$ cat src/dhd_pkg.sv
// Shared types, constants and helper functions for the double-header deframer.
// Used by every module of the block; depends on nothing.
package dhd_pkg;

    // Frame layout.
    localparam int LENGTH_OFFSET = 2;
    localparam int LENGTH_DIGITS = 4;
    localparam int HEADER_SIZE   = 8;
    localparam int MAX_FRAME     = 1024;

    // Field widths.
    localparam int BYTE_W  = 8;
    localparam int COUNT_W = 11;
    localparam int POS_W   = 10;
    localparam int LEN_W   = 16;
    localparam int EV_W    = 3;

    // Width of the body length plus header size sum used for the completion test.
    localparam int LEN_SUM_W = LEN_W + 1;

    // Packed output word width, rounded up to whole bytes.
    localparam int RES_BITS  = BYTE_W + POS_W + LEN_W + 1;
    localparam int RES_DATA_W = ((RES_BITS + 7) / 8) * 8;

    // Event codes reported with each result.
    typedef enum logic [EV_W-1:0] {
        EV_DROP     = 3'd0,
        EV_STORE    = 3'd1,
        EV_RESYNC   = 3'd2,
        EV_DONE     = 3'd3,
        EV_OVERFLOW = 3'd4
    } t_event;

    // One result item.
    typedef struct packed {
        logic [BYTE_W-1:0] byte_out;
        logic [POS_W-1:0]  position;
        t_event            event_res;
        logic [LEN_W-1:0]  body_length;
        logic              bad_digit;
    } t_result;

    // Decoded ASCII hex character.
    typedef struct packed {
        logic       ok;
        logic [3:0] value;
    } t_hex;

    // Maps an ASCII character to its hex value; anything else is zero and not ok.
    function automatic t_hex hex_decode(input logic [BYTE_W-1:0] ch);
        t_hex        res;
        logic [7:0]  diff;
        res  = '0;
        diff = '0;
        if (ch >= 8'h30 && ch <= 8'h39) begin
            diff      = ch - 8'h30;
            res.ok    = 1'b1;
            res.value = diff[3:0];
        end else if (ch >= 8'h41 && ch <= 8'h46) begin
            diff      = ch - 8'h37;
            res.ok    = 1'b1;
            res.value = diff[3:0];
        end else if (ch >= 8'h61 && ch <= 8'h66) begin
            diff      = ch - 8'h57;
            res.ok    = 1'b1;
            res.value = diff[3:0];
        end
        return res;
    endfunction

endpackage

$ cat src/dhd_parser.sv
// Frame parser state and per-byte decision logic of the deframer.
// Depends on dhd_pkg for layout constants, event codes and the result type.
module dhd_parser (
    input  logic                       i_clk,
    input  logic                       i_rst_n,
    input  logic                       i_accept,
    input  logic [dhd_pkg::BYTE_W-1:0] i_byte,
    input  logic [dhd_pkg::BYTE_W-1:0] i_header,
    output dhd_pkg::t_result           o_result
);

    logic [dhd_pkg::COUNT_W-1:0] r_count, n_count;
    logic                        r_sync, n_sync;
    logic                        r_last_hdr, n_last_hdr;
    logic [dhd_pkg::LEN_W-1:0]   r_acc, n_acc;
    logic [dhd_pkg::LEN_W-1:0]   r_len, n_len;
    logic                        r_err, n_err;
    logic                        r_latched, n_latched;

    logic                           is_header;
    logic                           is_full;
    logic                           in_field;
    logic [dhd_pkg::COUNT_W-1:0]    count_inc;
    logic [dhd_pkg::LEN_SUM_W-1:0]  done_sum;
    dhd_pkg::t_hex                  digit;

    assign is_header = (i_byte == i_header);
    assign is_full   = (r_count >= dhd_pkg::COUNT_W'(dhd_pkg::MAX_FRAME));
    assign count_inc = r_count + dhd_pkg::COUNT_W'(1);
    assign in_field  = (r_count >= dhd_pkg::COUNT_W'(dhd_pkg::LENGTH_OFFSET)) &&
                       (r_count < dhd_pkg::COUNT_W'(dhd_pkg::LENGTH_OFFSET +
                                                   dhd_pkg::LENGTH_DIGITS));
    assign digit     = dhd_pkg::hex_decode(i_byte);

    // Per-byte decision: next parser state and the result word.
    always_comb begin
        n_count    = r_count;
        n_sync     = r_sync;
        n_last_hdr = r_last_hdr;
        n_acc      = r_acc;
        n_len      = r_len;
        n_err      = r_err;
        n_latched  = r_latched;
        done_sum   = '0;

        o_result           = '0;
        o_result.byte_out  = i_byte;
        o_result.event_res = dhd_pkg::EV_DROP;

        priority if (is_header && r_last_hdr) begin
            // Doubled header: restart with both headers already stored.
            n_count            = dhd_pkg::COUNT_W'(2);
            n_sync             = 1'b1;
            n_last_hdr         = 1'b1;
            n_acc              = '0;
            n_len              = '0;
            n_err              = 1'b0;
            n_latched          = 1'b0;
            o_result.position  = dhd_pkg::POS_W'(1);
            o_result.event_res = dhd_pkg::EV_RESYNC;
        end else if ((is_header || r_sync) && is_full) begin
            // No room left: drop the byte and start over unsynchronized.
            n_count            = '0;
            n_sync             = 1'b0;
            n_last_hdr         = 1'b0;
            n_acc              = '0;
            n_len              = '0;
            n_err              = 1'b0;
            n_latched          = 1'b0;
            o_result.event_res = dhd_pkg::EV_OVERFLOW;
        end else if (is_header || r_sync) begin
            // Store the byte; the length field latches when its last digit is behind us.
            if (!is_header &&
                r_count == dhd_pkg::COUNT_W'(dhd_pkg::LENGTH_OFFSET +
                                            dhd_pkg::LENGTH_DIGITS)) begin
                n_len     = r_acc;
                n_latched = 1'b1;
            end
            if (in_field) begin
                n_acc = {r_acc[dhd_pkg::LEN_W-5:0], digit.value};
                if (!digit.ok) begin
                    n_err = 1'b1;
                end
            end
            n_count            = count_inc;
            n_last_hdr         = is_header;
            o_result.position  = r_count[dhd_pkg::POS_W-1:0];
            o_result.event_res = dhd_pkg::EV_STORE;
            o_result.body_length = n_len;
            o_result.bad_digit   = n_latched && n_err;
            done_sum = {1'b0, n_len} + dhd_pkg::LEN_SUM_W'(dhd_pkg::HEADER_SIZE);
            if (!is_header && done_sum == dhd_pkg::LEN_SUM_W'(count_inc)) begin
                // Last byte of the frame: report it, then start over.
                o_result.event_res = dhd_pkg::EV_DONE;
                n_count            = '0;
                n_sync             = 1'b0;
                n_last_hdr         = 1'b0;
                n_acc              = '0;
                n_len              = '0;
                n_err              = 1'b0;
                n_latched          = 1'b0;
            end
        end else begin
            // Unsynchronized non-header byte is dropped.
            o_result.body_length = r_len;
            o_result.bad_digit   = r_latched && r_err;
        end
    end

    // Parser state registers, updated on each accepted word.
    always_ff @(posedge i_clk) begin
        if (!i_rst_n) begin
            r_count    <= '0;
            r_sync     <= 1'b0;
            r_last_hdr <= 1'b0;
            r_acc      <= '0;
            r_len      <= '0;
            r_err      <= 1'b0;
            r_latched  <= 1'b0;
        end else if (i_accept) begin
            r_count    <= n_count;
            r_sync     <= n_sync;
            r_last_hdr <= n_last_hdr;
            r_acc      <= n_acc;
            r_len      <= n_len;
            r_err      <= n_err;
            r_latched  <= n_latched;
        end
    end

endmodule

$ cat src/dhd_out_reg.sv
// Result register of the deframer: holds one result word toward the output stream.
// Depends on dhd_pkg for the result type.
module dhd_out_reg (
    input  logic             i_clk,
    input  logic             i_rst_n,
    input  logic             i_valid,
    output logic             o_ready,
    input  dhd_pkg::t_result i_result,
    output logic             o_valid,
    input  logic             i_ready,
    output dhd_pkg::t_result o_result
);

    logic             r_valid;
    dhd_pkg::t_result r_result;

    // A new word may enter when the slot is empty or is being drained now.
    assign o_ready  = !r_valid || i_ready;
    assign o_valid  = r_valid;
    assign o_result = r_result;

    // Valid flag.
    always_ff @(posedge i_clk) begin
        if (!i_rst_n) begin
            r_valid <= 1'b0;
        end else if (o_ready) begin
            r_valid <= i_valid;
        end
    end

    // Payload, loaded on each accepted word.
    always_ff @(posedge i_clk) begin
        if (o_ready && i_valid) begin
            r_result <= i_result;
        end
    end

endmodule

$ cat src/double_header_hex_length_deframer_unit.sv
// Top level of the double-header hex-length deframer.
// Depends on dhd_pkg, dhd_parser and dhd_out_reg.

// The block takes one received byte per clock on the input stream and returns
// exactly one result word per byte, in the next cycle, from a single result
// register; throughput is one word per clock while the output side keeps up,
// and the input stalls only while that register holds a word not yet taken.
// The header byte is set through the configuration channel, which is always
// ready and should be written only while no word is in flight. Result tdata
// carries the echoed byte, its frame position, the latched body length and
// the bad-digit flag; tuser carries the event code.
module double_header_hex_length_deframer_unit (
    input  logic                            i_clk,
    input  logic                            i_rst_n,
    // Configuration: header byte value.
    input  logic                            i_cfg_valid,
    output logic                            o_cfg_ready,
    input  logic [7:0]                      i_cfg_data,
    // Input stream.
    input  logic                            s_axis_tvalid,
    output logic                            s_axis_tready,
    input  logic [7:0]                      s_axis_tdata,    // [7:0] byte_in
    // Output stream.
    output logic                            m_axis_tvalid,
    input  logic                            m_axis_tready,
    // [7:0] byte_out, [17:8] position, [33:18] body_length, [34] bad_digit, rest zero
    output logic [dhd_pkg::RES_DATA_W-1:0] m_axis_tdata,
    output logic [dhd_pkg::EV_W-1:0]       m_axis_tuser      // [2:0] event_res
);

    logic [dhd_pkg::BYTE_W-1:0] r_header;
    logic                       in_accept;
    dhd_pkg::t_result           parse_res;
    dhd_pkg::t_result           out_res;

    assign o_cfg_ready = 1'b1;
    assign in_accept   = s_axis_tvalid && s_axis_tready;

    // Header byte register.
    always_ff @(posedge i_clk) begin
        if (!i_rst_n) begin
            r_header <= '0;
        end else if (i_cfg_valid) begin
            r_header <= i_cfg_data;
        end
    end

    dhd_parser u_parser (
        .i_clk    (i_clk),
        .i_rst_n  (i_rst_n),
        .i_accept (in_accept),
        .i_byte   (s_axis_tdata),
        .i_header (r_header),
        .o_result (parse_res)
    );

    dhd_out_reg u_out_reg (
        .i_clk    (i_clk),
        .i_rst_n  (i_rst_n),
        .i_valid  (s_axis_tvalid),
        .o_ready  (s_axis_tready),
        .i_result (parse_res),
        .o_valid  (m_axis_tvalid),
        .i_ready  (m_axis_tready),
        .o_result (out_res)
    );

    // Pack the result word onto the output stream.
    assign m_axis_tdata = {
        {(dhd_pkg::RES_DATA_W - dhd_pkg::RES_BITS){1'b0}},
        out_res.bad_digit,
        out_res.body_length,
        out_res.position,
        out_res.byte_out
    };
    assign m_axis_tuser = out_res.event_res;

    // A resync result always points at the second header.
    a_resync_pos: assert property (@(posedge i_clk) disable iff (!i_rst_n)
        (m_axis_tvalid && m_axis_tuser == dhd_pkg::EV_RESYNC) |->
            (m_axis_tdata[17:8] == 10'd1))
        else $error("resync result with position other than one");

    // Dropped and overflow results carry position zero.
    a_drop_pos: assert property (@(posedge i_clk) disable iff (!i_rst_n)
        (m_axis_tvalid && (m_axis_tuser == dhd_pkg::EV_DROP ||
                           m_axis_tuser == dhd_pkg::EV_OVERFLOW)) |->
            (m_axis_tdata[17:8] == 10'd0))
        else $error("dropped or overflow result with nonzero position");

    // A stalled result blocks the input.
    a_stall_blocks: assert property (@(posedge i_clk) disable iff (!i_rst_n)
        (m_axis_tvalid && !m_axis_tready) |-> !s_axis_tready)
        else $error("input accepted while result register is stalled");

    // An accepted byte always produces a result on the next cycle.
    a_accept_result: assert property (@(posedge i_clk) disable iff (!i_rst_n)
        in_accept |=> m_axis_tvalid)
        else $error("accepted byte without a result");

endmodule

$ cat config.mk
export PLATFORM = sky130hd
export DESIGN_NAME = double_header_hex_length_deframer_unit
export DESIGN_NICKNAME = d
export VERILOG_FILES = /design/src/dhd_pkg.sv /design/src/dhd_parser.sv /design/src/dhd_out_reg.sv /design/src/double_header_hex_length_deframer_unit.sv
export SDC_FILE = /design/constraint.sdc
export NUM_CORES = 1
export LEC_CHECK = 0
export BUFFER_PORTS_ARGS = -buffer_cell sky130_fd_sc_hd__buf_4
export CAP_MARGIN = 20
export CORE_MARGIN = 8
export CORE_UTILIZATION = 65
export CTS_BUF_LIST = sky130_fd_sc_hd__clkbuf_8
export DETAILED_ROUTE_END_ITERATION = 7
export MAX_ROUTING_LAYER = met4
export PLACE_DENSITY_LB_ADDON = 0.3
export SLEW_MARGIN = 20
export SYNTH_ARGS = -nofsm -noshare
export SYNTH_HDL_FRONTEND = slang
export SYNTH_SLANG_ARGS = --single-unit
$ cat constraint.sdc
create_clock -name i_clk -period 6.37 [get_ports i_clk]
set_clock_uncertainty 0.15 [all_clocks]
set_input_delay 0.9555 -clock i_clk [delete_from_list [all_inputs] [get_ports i_clk]]
set_output_delay 0.9555 -clock i_clk [all_outputs]
set_load 0.02 [all_outputs]
==> out/metrics.yaml, run 1 <==
utilization_pct: 74.46
final.setup.worst_slack_ns: 0.8978
drtAntennaViolNets: 0
area_growth_syn_to_layout_pct: 12.84
hold_violations: 0
clockBufferDepth: 2
drt_iter0_drc: 368
max-vdd-ir-drop_mv: 0.1835
grt_pass1_vias: 4033
die_w_um: 103.9
status: "finished clean"
final.min_clock_period_ns: 5.472
hold_path_end: "u_parser.r_err$_SDFFE_PN0P_"
maxCapViolations: 0
rr_endpoint: "u_parser.r_len[7]$_SDFFE_PN0P_"
nets: 571
synth-compound-area-share_pct: 13.56
final_common_cell: "buf_4"
drive_above_1_share_pct: 16.79
grt_max_degree: 41
criticalPathCategory: "in2reg"
syn_avg_cell_area_um2: 10.08
ff2ff_setup_slack_ns: 1.12
die_area_um2: 10790
m1WireLength_mm: 5.157
coreArea_um2: 7607
syn_area_um2: 5020
initial_core_util_pct: 65.99
grt_pass1_wl_mm: 20.73
synth.largest_area_cell: "edfxtp_1"
cts-resized-gates: 0
startpoint_type: "input port"
clockRootBuffer: "clkbuf_8"
cts_tree: "yes"
critical_path.max_fanout: 24
final-setup-viol-count: 0
synth_top_area_share_pct: 22.73
clk_latency_ns: 0.37
rr_worst_depth: 15
row_count: 32
overflow: 0
required_ns: 6.45
endpoint_kind: "register"
wl_mm: 12.74
antenna_found_initial: 0
mostFrequentLayoutCells: "buf_4 (65), dfxtp_1 (56), nor2_1 (38), nand2_1 (38), edfxtp_1 (38)"
clk_transition_reported_paths_ns: 0.09
multi_input_area_um2: 2504
io_pins: 67
timing.setup.tns_ns: 0
synth_fa_ha_area_share_pct: 1.745
clkSinkCount: 94
synth_seq_cells: 94
dr.max_layer_used: "met4"
wl_per_cell_um: 19.60
hpwl_mm: 8.839
drtPass1Iterations: 5
worstMarginPinSlew_ns: 1.068
synthCells: 498
min_period_over_period_pct: 85.91
synth_ff_type: "dfxtp_1"
vias: 4124
dp_slack_ns: 0.7583
wl_met2_mm: 6.104
max_freq_mhz: 182.7
worst_path_max_delay_cell: "a21oi_4"
yosys_warnings: 0
max_stage_delay_ns: 0.68
drcViolationCount: 0
cp.arrival_ns: 5.55
io_buffers: 60
fill_cells: 560
routed_via_density: 6.345
synth_area_leaders: "edfxtp_1 (23%), dfxtp_1 (22%), mux2i_1 (7.0%)"
powerDensity_nw_per_um2: 207.8
power_leakage_nw: 2.379
cts_setup_buffers: 0
relSlewSlack_pct: 28.56
wl_met3_mm: 1.160
diodes: 0
gp_congestion: 1.005
yosys.cell_types.count: 65
placed_cell_area_um2: 5445
synthMuxAreaShare_pct: 7.428
final_area_um2: 5664
path_cells: "buf_4 -> xnor2_1 -> nand4_1 -> o21ai_4 -> mux2i_1 -> inv_1 -> ha_1 -> nand2_1 -> nor4_1 -> nand2_1 -> xnor2_1 -> o31ai_1 -> nor4b_2 -> nand4b_1 -> a21oi_4 -> nor3_1"
whs_path_depth: 2
synth_xor_area_share_pct: 6.929
die_h_um: 103.9
synth-simple-area-share_pct: 19.77
synth_edf_count: 38
numCtsBuffers: 9
htree_levels: 3
r2r_start: "u_parser.r_count[8]$_SDFFE_PN0P_"
seq_area_frac_synth_pct: 45.06
async_flop_share_pct: 0
grt_use_total_pct: 24.08
hp-class: "reg2reg"
cts_hold_buf: 0
min-delay-start: "u_parser.r_err$_SDFFE_PN0P_"
rsz0062_at_grt: "no"
slew_viol_final: 0
regArea_um2: 2262
synth_top_family_by_area: "simple AND/OR/NAND/NOR gates"
[worst max-delay path by stage]
| stage | start | end | depth (start not counted) |
|---|---|---|---|
| final | s_axis_tdata[0] | u_parser.r_len[7]$_SDFFE_PN0P_ | 16 |
| after global routing | s_axis_tdata[0] | u_parser.r_len[9]$_SDFFE_PN0P_ | 16 |
| after CTS | s_axis_tdata[5] | u_parser.r_len[7]$_SDFFE_PN0P_ | 16 |
| after detailed placement | s_axis_tdata[5] | u_parser.r_len[7]$_SDFFE_PN0P_ | 15 |
| after global placement | s_axis_tdata[0] | u_parser.r_len[11]$_SDFFE_PN0P_ | 15 |
| after floorplan | s_axis_tdata[5] | u_parser.r_acc[5]$_SDFFE_PN0P_ | 19 |
[synth_stat cells, drive strengths merged (18+ instances only)]
master  instances
dfxtp          56
edfxtp         38
nand2          38
nor2           38
mux2i          35
a22o           30
nand3          24
nor3           24
xnor2          24
buf            20
and3           18
o21ai          18
[power breakdown]
part	leakage, nW	switching (mW)	internal (mW)
sequential	0.830	0.00633	0.641
clock	0.112	0.217	0.223
combinational	1.44	0.0545	0.0355
[metal layers]
| metal | global-route usage (%) | vias up |
|---|---|---|
| li1 | - | 1910 |
| met1 | 29.68 | 1949 |
| met2 | 38.27 | 232 |
| met3 | 4.399 | 33 |
| met4 | 9.824 | 0 |
| met5 | - | - |
[worst max-delay path, delay by kind of cell]
family,cells,cell delay [ns]
compound gates,3,1.66
xor+xnor,2,0.30
fa+ha+maj,1,0.26
buf+inv,2,0.26
mux,1,0.27
simple gates,7,1.81
[layout make-up]
type                    instances  share of cell area (%)
multi-input cells             356                   44.20
flip-flops and latches         94                   39.94
repair buffers                 65                   8.615
well taps                     102                   2.253
clock buffers                   9                   2.187
clock inverters                 7                   1.679
inverters                      17                   1.127
[cells by family after synthesis]
family,after synthesis
xor+xnor,35
simple gates,183
flops,94
mux,37
compound gates,88
buf+inv,52
other cells,2
fa+ha+maj,7
[sequential cells by signal, indices dropped and copies added (netlist names)]
| signal | cells |
|---|---|
| u_parser.r_count | 11 |
| u_parser.r_len | 16 |
| u_parser.r_last_hdr | 1 |
| u_parser.r_latched | 1 |
| u_parser.r_acc | 16 |
| u_parser.r_err | 1 |
| u_out_reg.o_result | 38 |
| r_header | 8 |
| u_parser.r_sync | 1 |
| u_out_reg.o_valid | 1 |
[per-stage QoR]
step | power, mW | hold WS (ns) | instances
after floorplan | 0.7122 | 0.3181 | 502
after global placement | 0.7489 | 0.3295 | 634
after detailed placement | 0.7509 | 0.3299 | 634
after CTS | 1.181 | 0.3570 | 650
after global routing | 1.212 | 0.3839 | 650
final | 1.177 | 0.3638 | 650
(Power assumes the default switching activity.)
==> inputs of run 2 (changes only) <==
--- a/config.mk
+++ b/config.mk
@@ -5,14 +5,13 @@
 export SDC_FILE = /design/constraint.sdc
 export NUM_CORES = 1
 export LEC_CHECK = 0
-export BUFFER_PORTS_ARGS = -buffer_cell sky130_fd_sc_hd__buf_4
-export CAP_MARGIN = 20
 export CORE_MARGIN = 8
-export CORE_UTILIZATION = 65
+export CORE_UTILIZATION = 70
 export CTS_BUF_LIST = sky130_fd_sc_hd__clkbuf_8
 export DETAILED_ROUTE_END_ITERATION = 7
+export DONT_BUFFER_PORTS = 1
 export MAX_ROUTING_LAYER = met4
-export PLACE_DENSITY_LB_ADDON = 0.3
+export PLACE_DENSITY_LB_ADDON = 0.2
 export SLEW_MARGIN = 20
 export SYNTH_ARGS = -nofsm -noshare
 export SYNTH_HDL_FRONTEND = slang
==> run 2 against run 1 <==
Global-route usage rose by 0.91 points. Cell count decreased by 9.7%. Combinational power shrank 58%. Worst hold slack got worse by 0.016 ns. Clock power decreased by 12%. First-iteration DRC count is 0.27% higher. Die area fell by 6.1%. Via count fell by 7.5%. Largest power group unchanged.
==> out/metrics.yaml, run 2 (synthesis gave the netlist of run 1 again) <==
final-setup-viol-count: 0  # unchanged
regArea_um2: 2262  # unchanged
clockRootBuffer: "clkbuf_8"
drive_above_1_share_pct: 6.762  # -10 points
largest_register_ffs: 38  # unchanged
gp_congestion: 1.035  # +2.9%
powerDensity_nw_per_um2: 210.3  # +1.2%
clockBufferDepth: 2  # unchanged
overflow: 0  # unchanged
grt_pass1_wl_mm: 19.20  # -7.4%
row_count: 31  # -3.1%
fill_cells: 528  # -5.7%
max_freq_mhz: 196.3  # +7.4%
clk_transition_reported_paths_ns: 0.10  # about the same
required_ns: 6.46  # about the same
grt_max_degree: 41  # unchanged
worstMarginPinSlew_ns: 1.157  # +0.08929 ns
utilization_pct: 73.17  # -1.3 points
rr_worst_depth: 15  # unchanged
status: "finished clean"
final_common_cell: "dfxtp_1"
startpoint_type: "input port"
cts-resized-gates: 0  # unchanged
rr_endpoint: "u_parser.r_len[6]$_SDFFE_PN0P_"
whs_path_depth: 2  # unchanged
cts_setup_buffers: 0  # unchanged
max-vdd-ir-drop_mv: 0.1524  # -17%
endpoint_kind: "register"
clkSinkCount: 94  # unchanged
htree_levels: 3  # unchanged
criticalPathCategory: "in2reg"
r2r_start: "u_parser.r_count[0]$_SDFFE_PN0P_"
dp_slack_ns: 0.9701  # +0.2117 ns
cp.arrival_ns: 5.18  # -0.37 ns
io_pins: 67  # unchanged
drtAntennaViolNets: 0  # unchanged
min_period_over_period_pct: 79.97  # -5.9 points
place_inst: 571  # -9.9%
grt_pass1_vias: 3584  # -11%
drt_iter0_drc: 369  # +0.27%
hold_path_end: "u_parser.r_latched$_SDFFE_PN0P_"
power_leakage_nw: 2.078  # -13%
coreArea_um2: 7098  # -6.7%
hold_violations: 0  # unchanged
hpwl_mm: 8.474  # -4.1%
die_area_um2: 10140  # -6.1%
ff2ff_setup_slack_ns: 1.30  # +0.18 ns
relSlewSlack_pct: 22.59  # -6.0 points
min-delay-start: "u_parser.r_latched$_SDFFE_PN0P_"
cts_tree: "yes"
clk_latency_ns: 0.36  # about the same
timing.setup.tns_ns: 0  # unchanged
nets: 511  # -11%
area_growth_syn_to_layout_pct: 3.465
fin_cells: 587  # -9.7%
grt_use_total_pct: 24.99  # +0.91 points
p_total_mw: 1.092  # -7.2%
mostFrequentLayoutCells: "dfxtp_1 (56), nor2_1 (38), nand2_1 (38), edfxtp_1 (38), mux2i_1 (35)"
antenna_found_initial: 0  # unchanged
slew_viol_final: 0  # unchanged
final.setup.worst_slack_ns: 1.276  # +0.3780 ns
critical_path.max_fanout: 24  # unchanged
maxCapViolations: 0  # unchanged
final.min_clock_period_ns: 5.094  # -0.3780 ns
diodes: 0  # unchanged
wl_mm: 12.03  # -5.6%
cts_hold_buf: 0  # unchanged
numCtsBuffers: 9  # unchanged
die_w_um: 100.7  # -3.1%
multi_input_area_um2: 2504  # unchanged
io_buffers: 0  # -100%
routed_via_density: 6.499  # +2.4%
initial_core_util_pct: 70.72  # +4.7 points
hp-class: "reg2reg"
drtPass1Iterations: 5  # unchanged
wl_per_cell_um: 20.49  # +4.6%
vias: 3815  # -7.5%
die_h_um: 100.7  # -3.1%
drcViolationCount: 0  # unchanged
rsz0062_at_grt: "no"
[run 2: changes by cell type in the layout (fill, tap and decap cells not counted), sizes merged]
cell	delta
buf	-60
clkinv	+4
clkbuf	+1
clkinvlp	-1
inv	-2
bufinv	-2
[run 2: how the worst max path moves through the flow]
stage / startpoint / cells past startpoint / end / slack [ns]
final: s_axis_tdata[7] / 14 / u_parser.r_len[6]$_SDFFE_PN0P_ / 1.28
after global routing: s_axis_tdata[2] / 15 / u_parser.r_acc[15]$_SDFFE_PN0P_ / 0.86
after CTS: s_axis_tdata[7] / 14 / u_parser.r_len[14]$_SDFFE_PN0P_ / 1.35
after detailed placement: s_axis_tdata[7] / 14 / u_parser.r_len[14]$_SDFFE_PN0P_ / 0.97
after global placement: s_axis_tdata[6] / 14 / u_parser.r_len[12]$_SDFFE_PN0P_ / 1.09
after floorplan: s_axis_tdata[5] / 19 / u_parser.r_acc[5]$_SDFFE_PN0P_ / 1.97
[run 2: power by group]
group          switching (mW)  total [mW]  internal [mW]  leakage (nW)
clock network           0.226       0.389          0.163         0.103
logic                  0.0254      0.0382         0.0128          1.14
registers              0.0231       0.665          0.642         0.830
total                   0.274        1.09          0.818          2.08
[run 2: metrics by stage]
step | hold slack (ns) | instance area [µm²]
floorplan | 0.3181 | 5035
global placement | 0.3303 | 4991
detailed placement | 0.3372 | 4991
CTS | 0.3533 | 5194
global route | 0.3977 | 5194
finish | 0.3478 | 5194
[run 2: worst max-delay path, cell delays in order]
cell	delay [ns]
xnor2_1	0.14
nand4_1	0.19
o21ai_4	0.66
mux2i_1	0.41
inv_1	0.08
ha_1	0.27
xnor2_1	0.26
xnor2_1	0.19
xnor2_1	0.09
o31ai_1	0.27
nor4b_2	0.31
nand4b_1	0.52
a21oi_4	0.69
nor3_1	0.11
[run 2: layer usage]
metal | share of wire (%) | track usage [%] | routed length [µm]
met5 | 0 | - | 0
met4 | 2.5 | 9.884 | 302
met3 | 7.7 | 5.180 | 932
met2 | 46 | 37.19 | 5574
met1 | 43 | 32.55 | 5216
[run 2: area by class of cell]
type	instances	share of cell area (%)
multi-input combinational	356	48.21
sequential	94	43.56
clock buffer	10	2.650
tap	99	2.385
clock inverter	6	1.253
inverter	17	1.229
timing repair buffer	5	0.7227
==> inputs of run 3 (changes only) <==
--- a/config.mk
+++ b/config.mk
@@ -6,7 +6,7 @@
 export NUM_CORES = 1
 export LEC_CHECK = 0
 export CORE_MARGIN = 8
-export CORE_UTILIZATION = 70
+export CORE_UTILIZATION = 66
 export CTS_BUF_LIST = sky130_fd_sc_hd__clkbuf_8
 export DETAILED_ROUTE_END_ITERATION = 7
 export DONT_BUFFER_PORTS = 1
==> constraint.sdc (replaced) <==
create_clock -name i_clk -period 4.95 [get_ports i_clk]
set_clock_uncertainty 0.15 [all_clocks]
set_input_delay 0.7425 -clock i_clk [delete_from_list [all_inputs] [get_ports i_clk]]
set_output_delay 0.7425 -clock i_clk [all_outputs]
set_load 0.02 [all_outputs]
==> run 3 against run 2 <==
Final area increased by 2.5%. Global-route usage increased by 1.3 points. Wire length increased by 5.9%. Die area increased by 5.1%. Combinational power increased by 30%. Via count increased by 2.2%. Sequential share of layout area decreased by 1.0 points. Critical path depth increased by 1. Critical endpoint is now u_parser.r_acc[2]$_SDFFE_PN0P_. Highest routed layer unchanged.
==> out/metrics.yaml, run 3 (synthesis gave the netlist of run 1 again) <==
cts_hold_buf: 0  # unchanged
slew_viol_final: 0  # unchanged
grt_max_degree: 41  # unchanged
max-vdd-ir-drop_mv: 0.1769  # +16%
final.min_clock_period_ns: 4.572
cts_setup_buffers: 0  # unchanged
clkSinkCount: 94  # unchanged
endpoint_kind: "register"
dp_slack_ns: 0.3167  # -0.6534 ns
regArea_um2: 2262  # unchanged
row_count: 32  # +3.2%
status: "finished clean"
clk_latency_ns: 0.37  # about the same
initial_core_util_pct: 66.69  # -4.0 points
cts_tree: "yes"
die_w_um: 103.2  # +2.5%
numCtsBuffers: 9  # unchanged
p_seq_share_pct: 58.0  # -2.9 points
clkPwrFrac_pct: 38.6  # +3.0 points
clk_transition_reported_paths_ns: 0.09  # about the same
largest_register_ffs: 38  # unchanged
clockBufferDepth: 2  # unchanged
cpMostUsedCell: "nand2_1"
vias: 3900  # +2.2%
gp_congestion: 0.9476  # -8.4%
drive_above_1_share_pct: 9.000  # +2.2 points
die_h_um: 103.2  # +2.5%
startpoint_type: "register"
grt_pass1_wl_mm: 20.50  # +6.8%
critical_path.max_fanout: 15  # -38%
powerDensity_nw_per_um2: 277.2  # +32%
wl_mm: 12.73  # +5.9%
nets: 523  # +2.3%
cts-resized-gates: 0  # unchanged
use_met2_pct: 39.01  # +1.8 points
drtAntennaViolNets: 0  # unchanged
criticalPathCategory: "reg2reg"
mostFrequentLayoutCells: "dfxtp_1 (56), nor2_1 (38), nand2_1 (38), edfxtp_1 (38), mux2i_1 (35)"
diodes: 0  # unchanged
netSwitchingFraction_pct: 23.45  # -1.7 points
fill_cells: 590  # +12%
required_ns: 5.06  # -1.40 ns
grt_use_total_pct: 26.24  # +1.3 points
final-setup-viol-count: 0  # unchanged
power_leakage_nw: 2.153  # +3.6%
overflow: 0  # unchanged
htree_levels: 3  # unchanged
final.setup.worst_slack_ns: 0.3783  # -0.8975 ns
p_comb_share_pct: 3.4  # about the same
area_growth_syn_to_layout_pct: 6.007
intPower_mw: 1.129  # +38%
hold_violations: 0  # unchanged
final_common_cell: "dfxtp_1"
drt_iter0_drc: 279  # -24%
netSwitchingPower_mw: 0.3460  # +26%
path_cells: "nor4_4 -> and4_1 -> nor2b_1 -> nand2_1 -> nand2_1 -> ha_1 -> nand2_1 -> nor4_1 -> nand2_1 -> xnor2_1 -> o31ai_1 -> nor4b_2 -> nand4b_1 -> a41o_4 -> a22o_1"
routed_via_density: 6.478  # -0.32%
hpwl_mm: 9.066  # +7.0%
grt_pass1_vias: 3805  # +6.2%
gr-usage-met3_pct: 6.158  # +0.98 points
antenna_found_initial: 0  # unchanged
use_met1_pct: 33.83  # +1.3 points
relSlewSlack_pct: 37.12  # +15 points
timing.setup.tns_ns: 0  # unchanged
max_freq_mhz: 218.7
worst_path_max_delay_cell: "a41o_4"
maxCapViolations: 0  # unchanged
io_buffers: 0  # unchanged
die_area_um2: 10650  # +5.1%
worstMarginPinSlew_ns: 0.9369  # -0.2200 ns
clockRootBuffer: "clkbuf_8"
drcViolationCount: 0  # unchanged
hp-class: "in2reg"
max_stage_delay_ns: 0.49  # -0.20 ns
rsz0062_at_grt: "no"
io_pins: 67  # unchanged
min_period_over_period_pct: 92.36
wl_per_cell_um: 21.15  # +3.2%
busiest_layer: "met2"
ff2ff_setup_slack_ns: 0.38  # -0.92 ns
drtPass1Iterations: 5  # unchanged
cp.arrival_ns: 4.68  # -0.50 ns
coreArea_um2: 7527  # +6.0%
multi_input_area_um2: 2510  # +0.25%
run 3: changes by cell type in the layout (fill, tap and decap cells not counted), sizes merged:
cell,previous run,this run
bufinv,0,2
buf,5,17
inv,19,20
clkbuf,10,9
clkinv,4,2
run 3: through the flow:
| step | util (%) | instances | cell area [µm²] | power, mW | hold slack (ns) |
|---|---|---|---|---|---|
| floorplan | - | 502 | 5035 | 0.9165 | 0.3181 |
| global placement | 67.72 | 586 | 5097 | 0.9222 | 0.3292 |
| detailed placement | 67.72 | 586 | 5097 | 0.9241 | 0.3510 |
| CTS | 70.61 | 602 | 5315 | 1.480 | 0.3001 |
| global route | 70.69 | 602 | 5321 | 1.519 | 0.2955 |
| finish | 70.69 | 602 | 5321 | 1.475 | 0.3134 |
run 3: path summary, 6_finish.rpt:
check,endpoint,depth (start not counted),from
max,u_parser.r_acc[2]$_SDFFE_PN0P_,15,u_parser.r_count[3]$_SDFFE_PN0P_
min reg2reg,u_parser.r_latched$_SDFFE_PN0P_,2,u_parser.r_latched$_SDFFE_PN0P_
max reg2reg,u_parser.r_acc[2]$_SDFFE_PN0P_,15,u_parser.r_count[3]$_SDFFE_PN0P_
min,u_out_reg.o_result[35]$_DFFE_PP_,0,s_axis_tdata[5]
run 3: area by class of cell:
| type | instances | area share, % |
|---|---|---|
| multi-input cells | 356 | 47.17 |
| flip-flops and latches | 94 | 42.51 |
| repair buffers | 17 | 2.633 |
| well taps | 102 | 2.398 |
| clock buffers | 9 | 2.328 |
| clock inverters | 7 | 1.763 |
| inverters | 17 | 1.199 |
run 3: worst max-delay path, delay by kind of cell, from the launching register on:
family,cells,cell delay [ns]
AO/OA/AOI/OAI,3,0.99
flip-flops,1,0.37
XOR/XNOR,1,0.14
adder cells (fa/ha/maj),1,0.26
AND/OR/NAND/NOR,10,2.57
run 3: layer usage:
layer  vias to the layer above  routed length [µm]
met5                         -                   0
met1                      1885                5581
met2                       177                5900
met4                         0                 327
met3                        32                 923
li1                       1806                   -
run 3: power by group through the flow:
stage / clock, mW / combinational, mW / sequential [mW]
floorplan: 0 / 0.0458 / 0.871
global placement: 0 / 0.0481 / 0.874
detailed placement: 0 / 0.0497 / 0.874
CTS: 0.573 / 0.0499 / 0.857
global route: 0.606 / 0.0550 / 0.858
finish: 0.570 / 0.0497 / 0.856
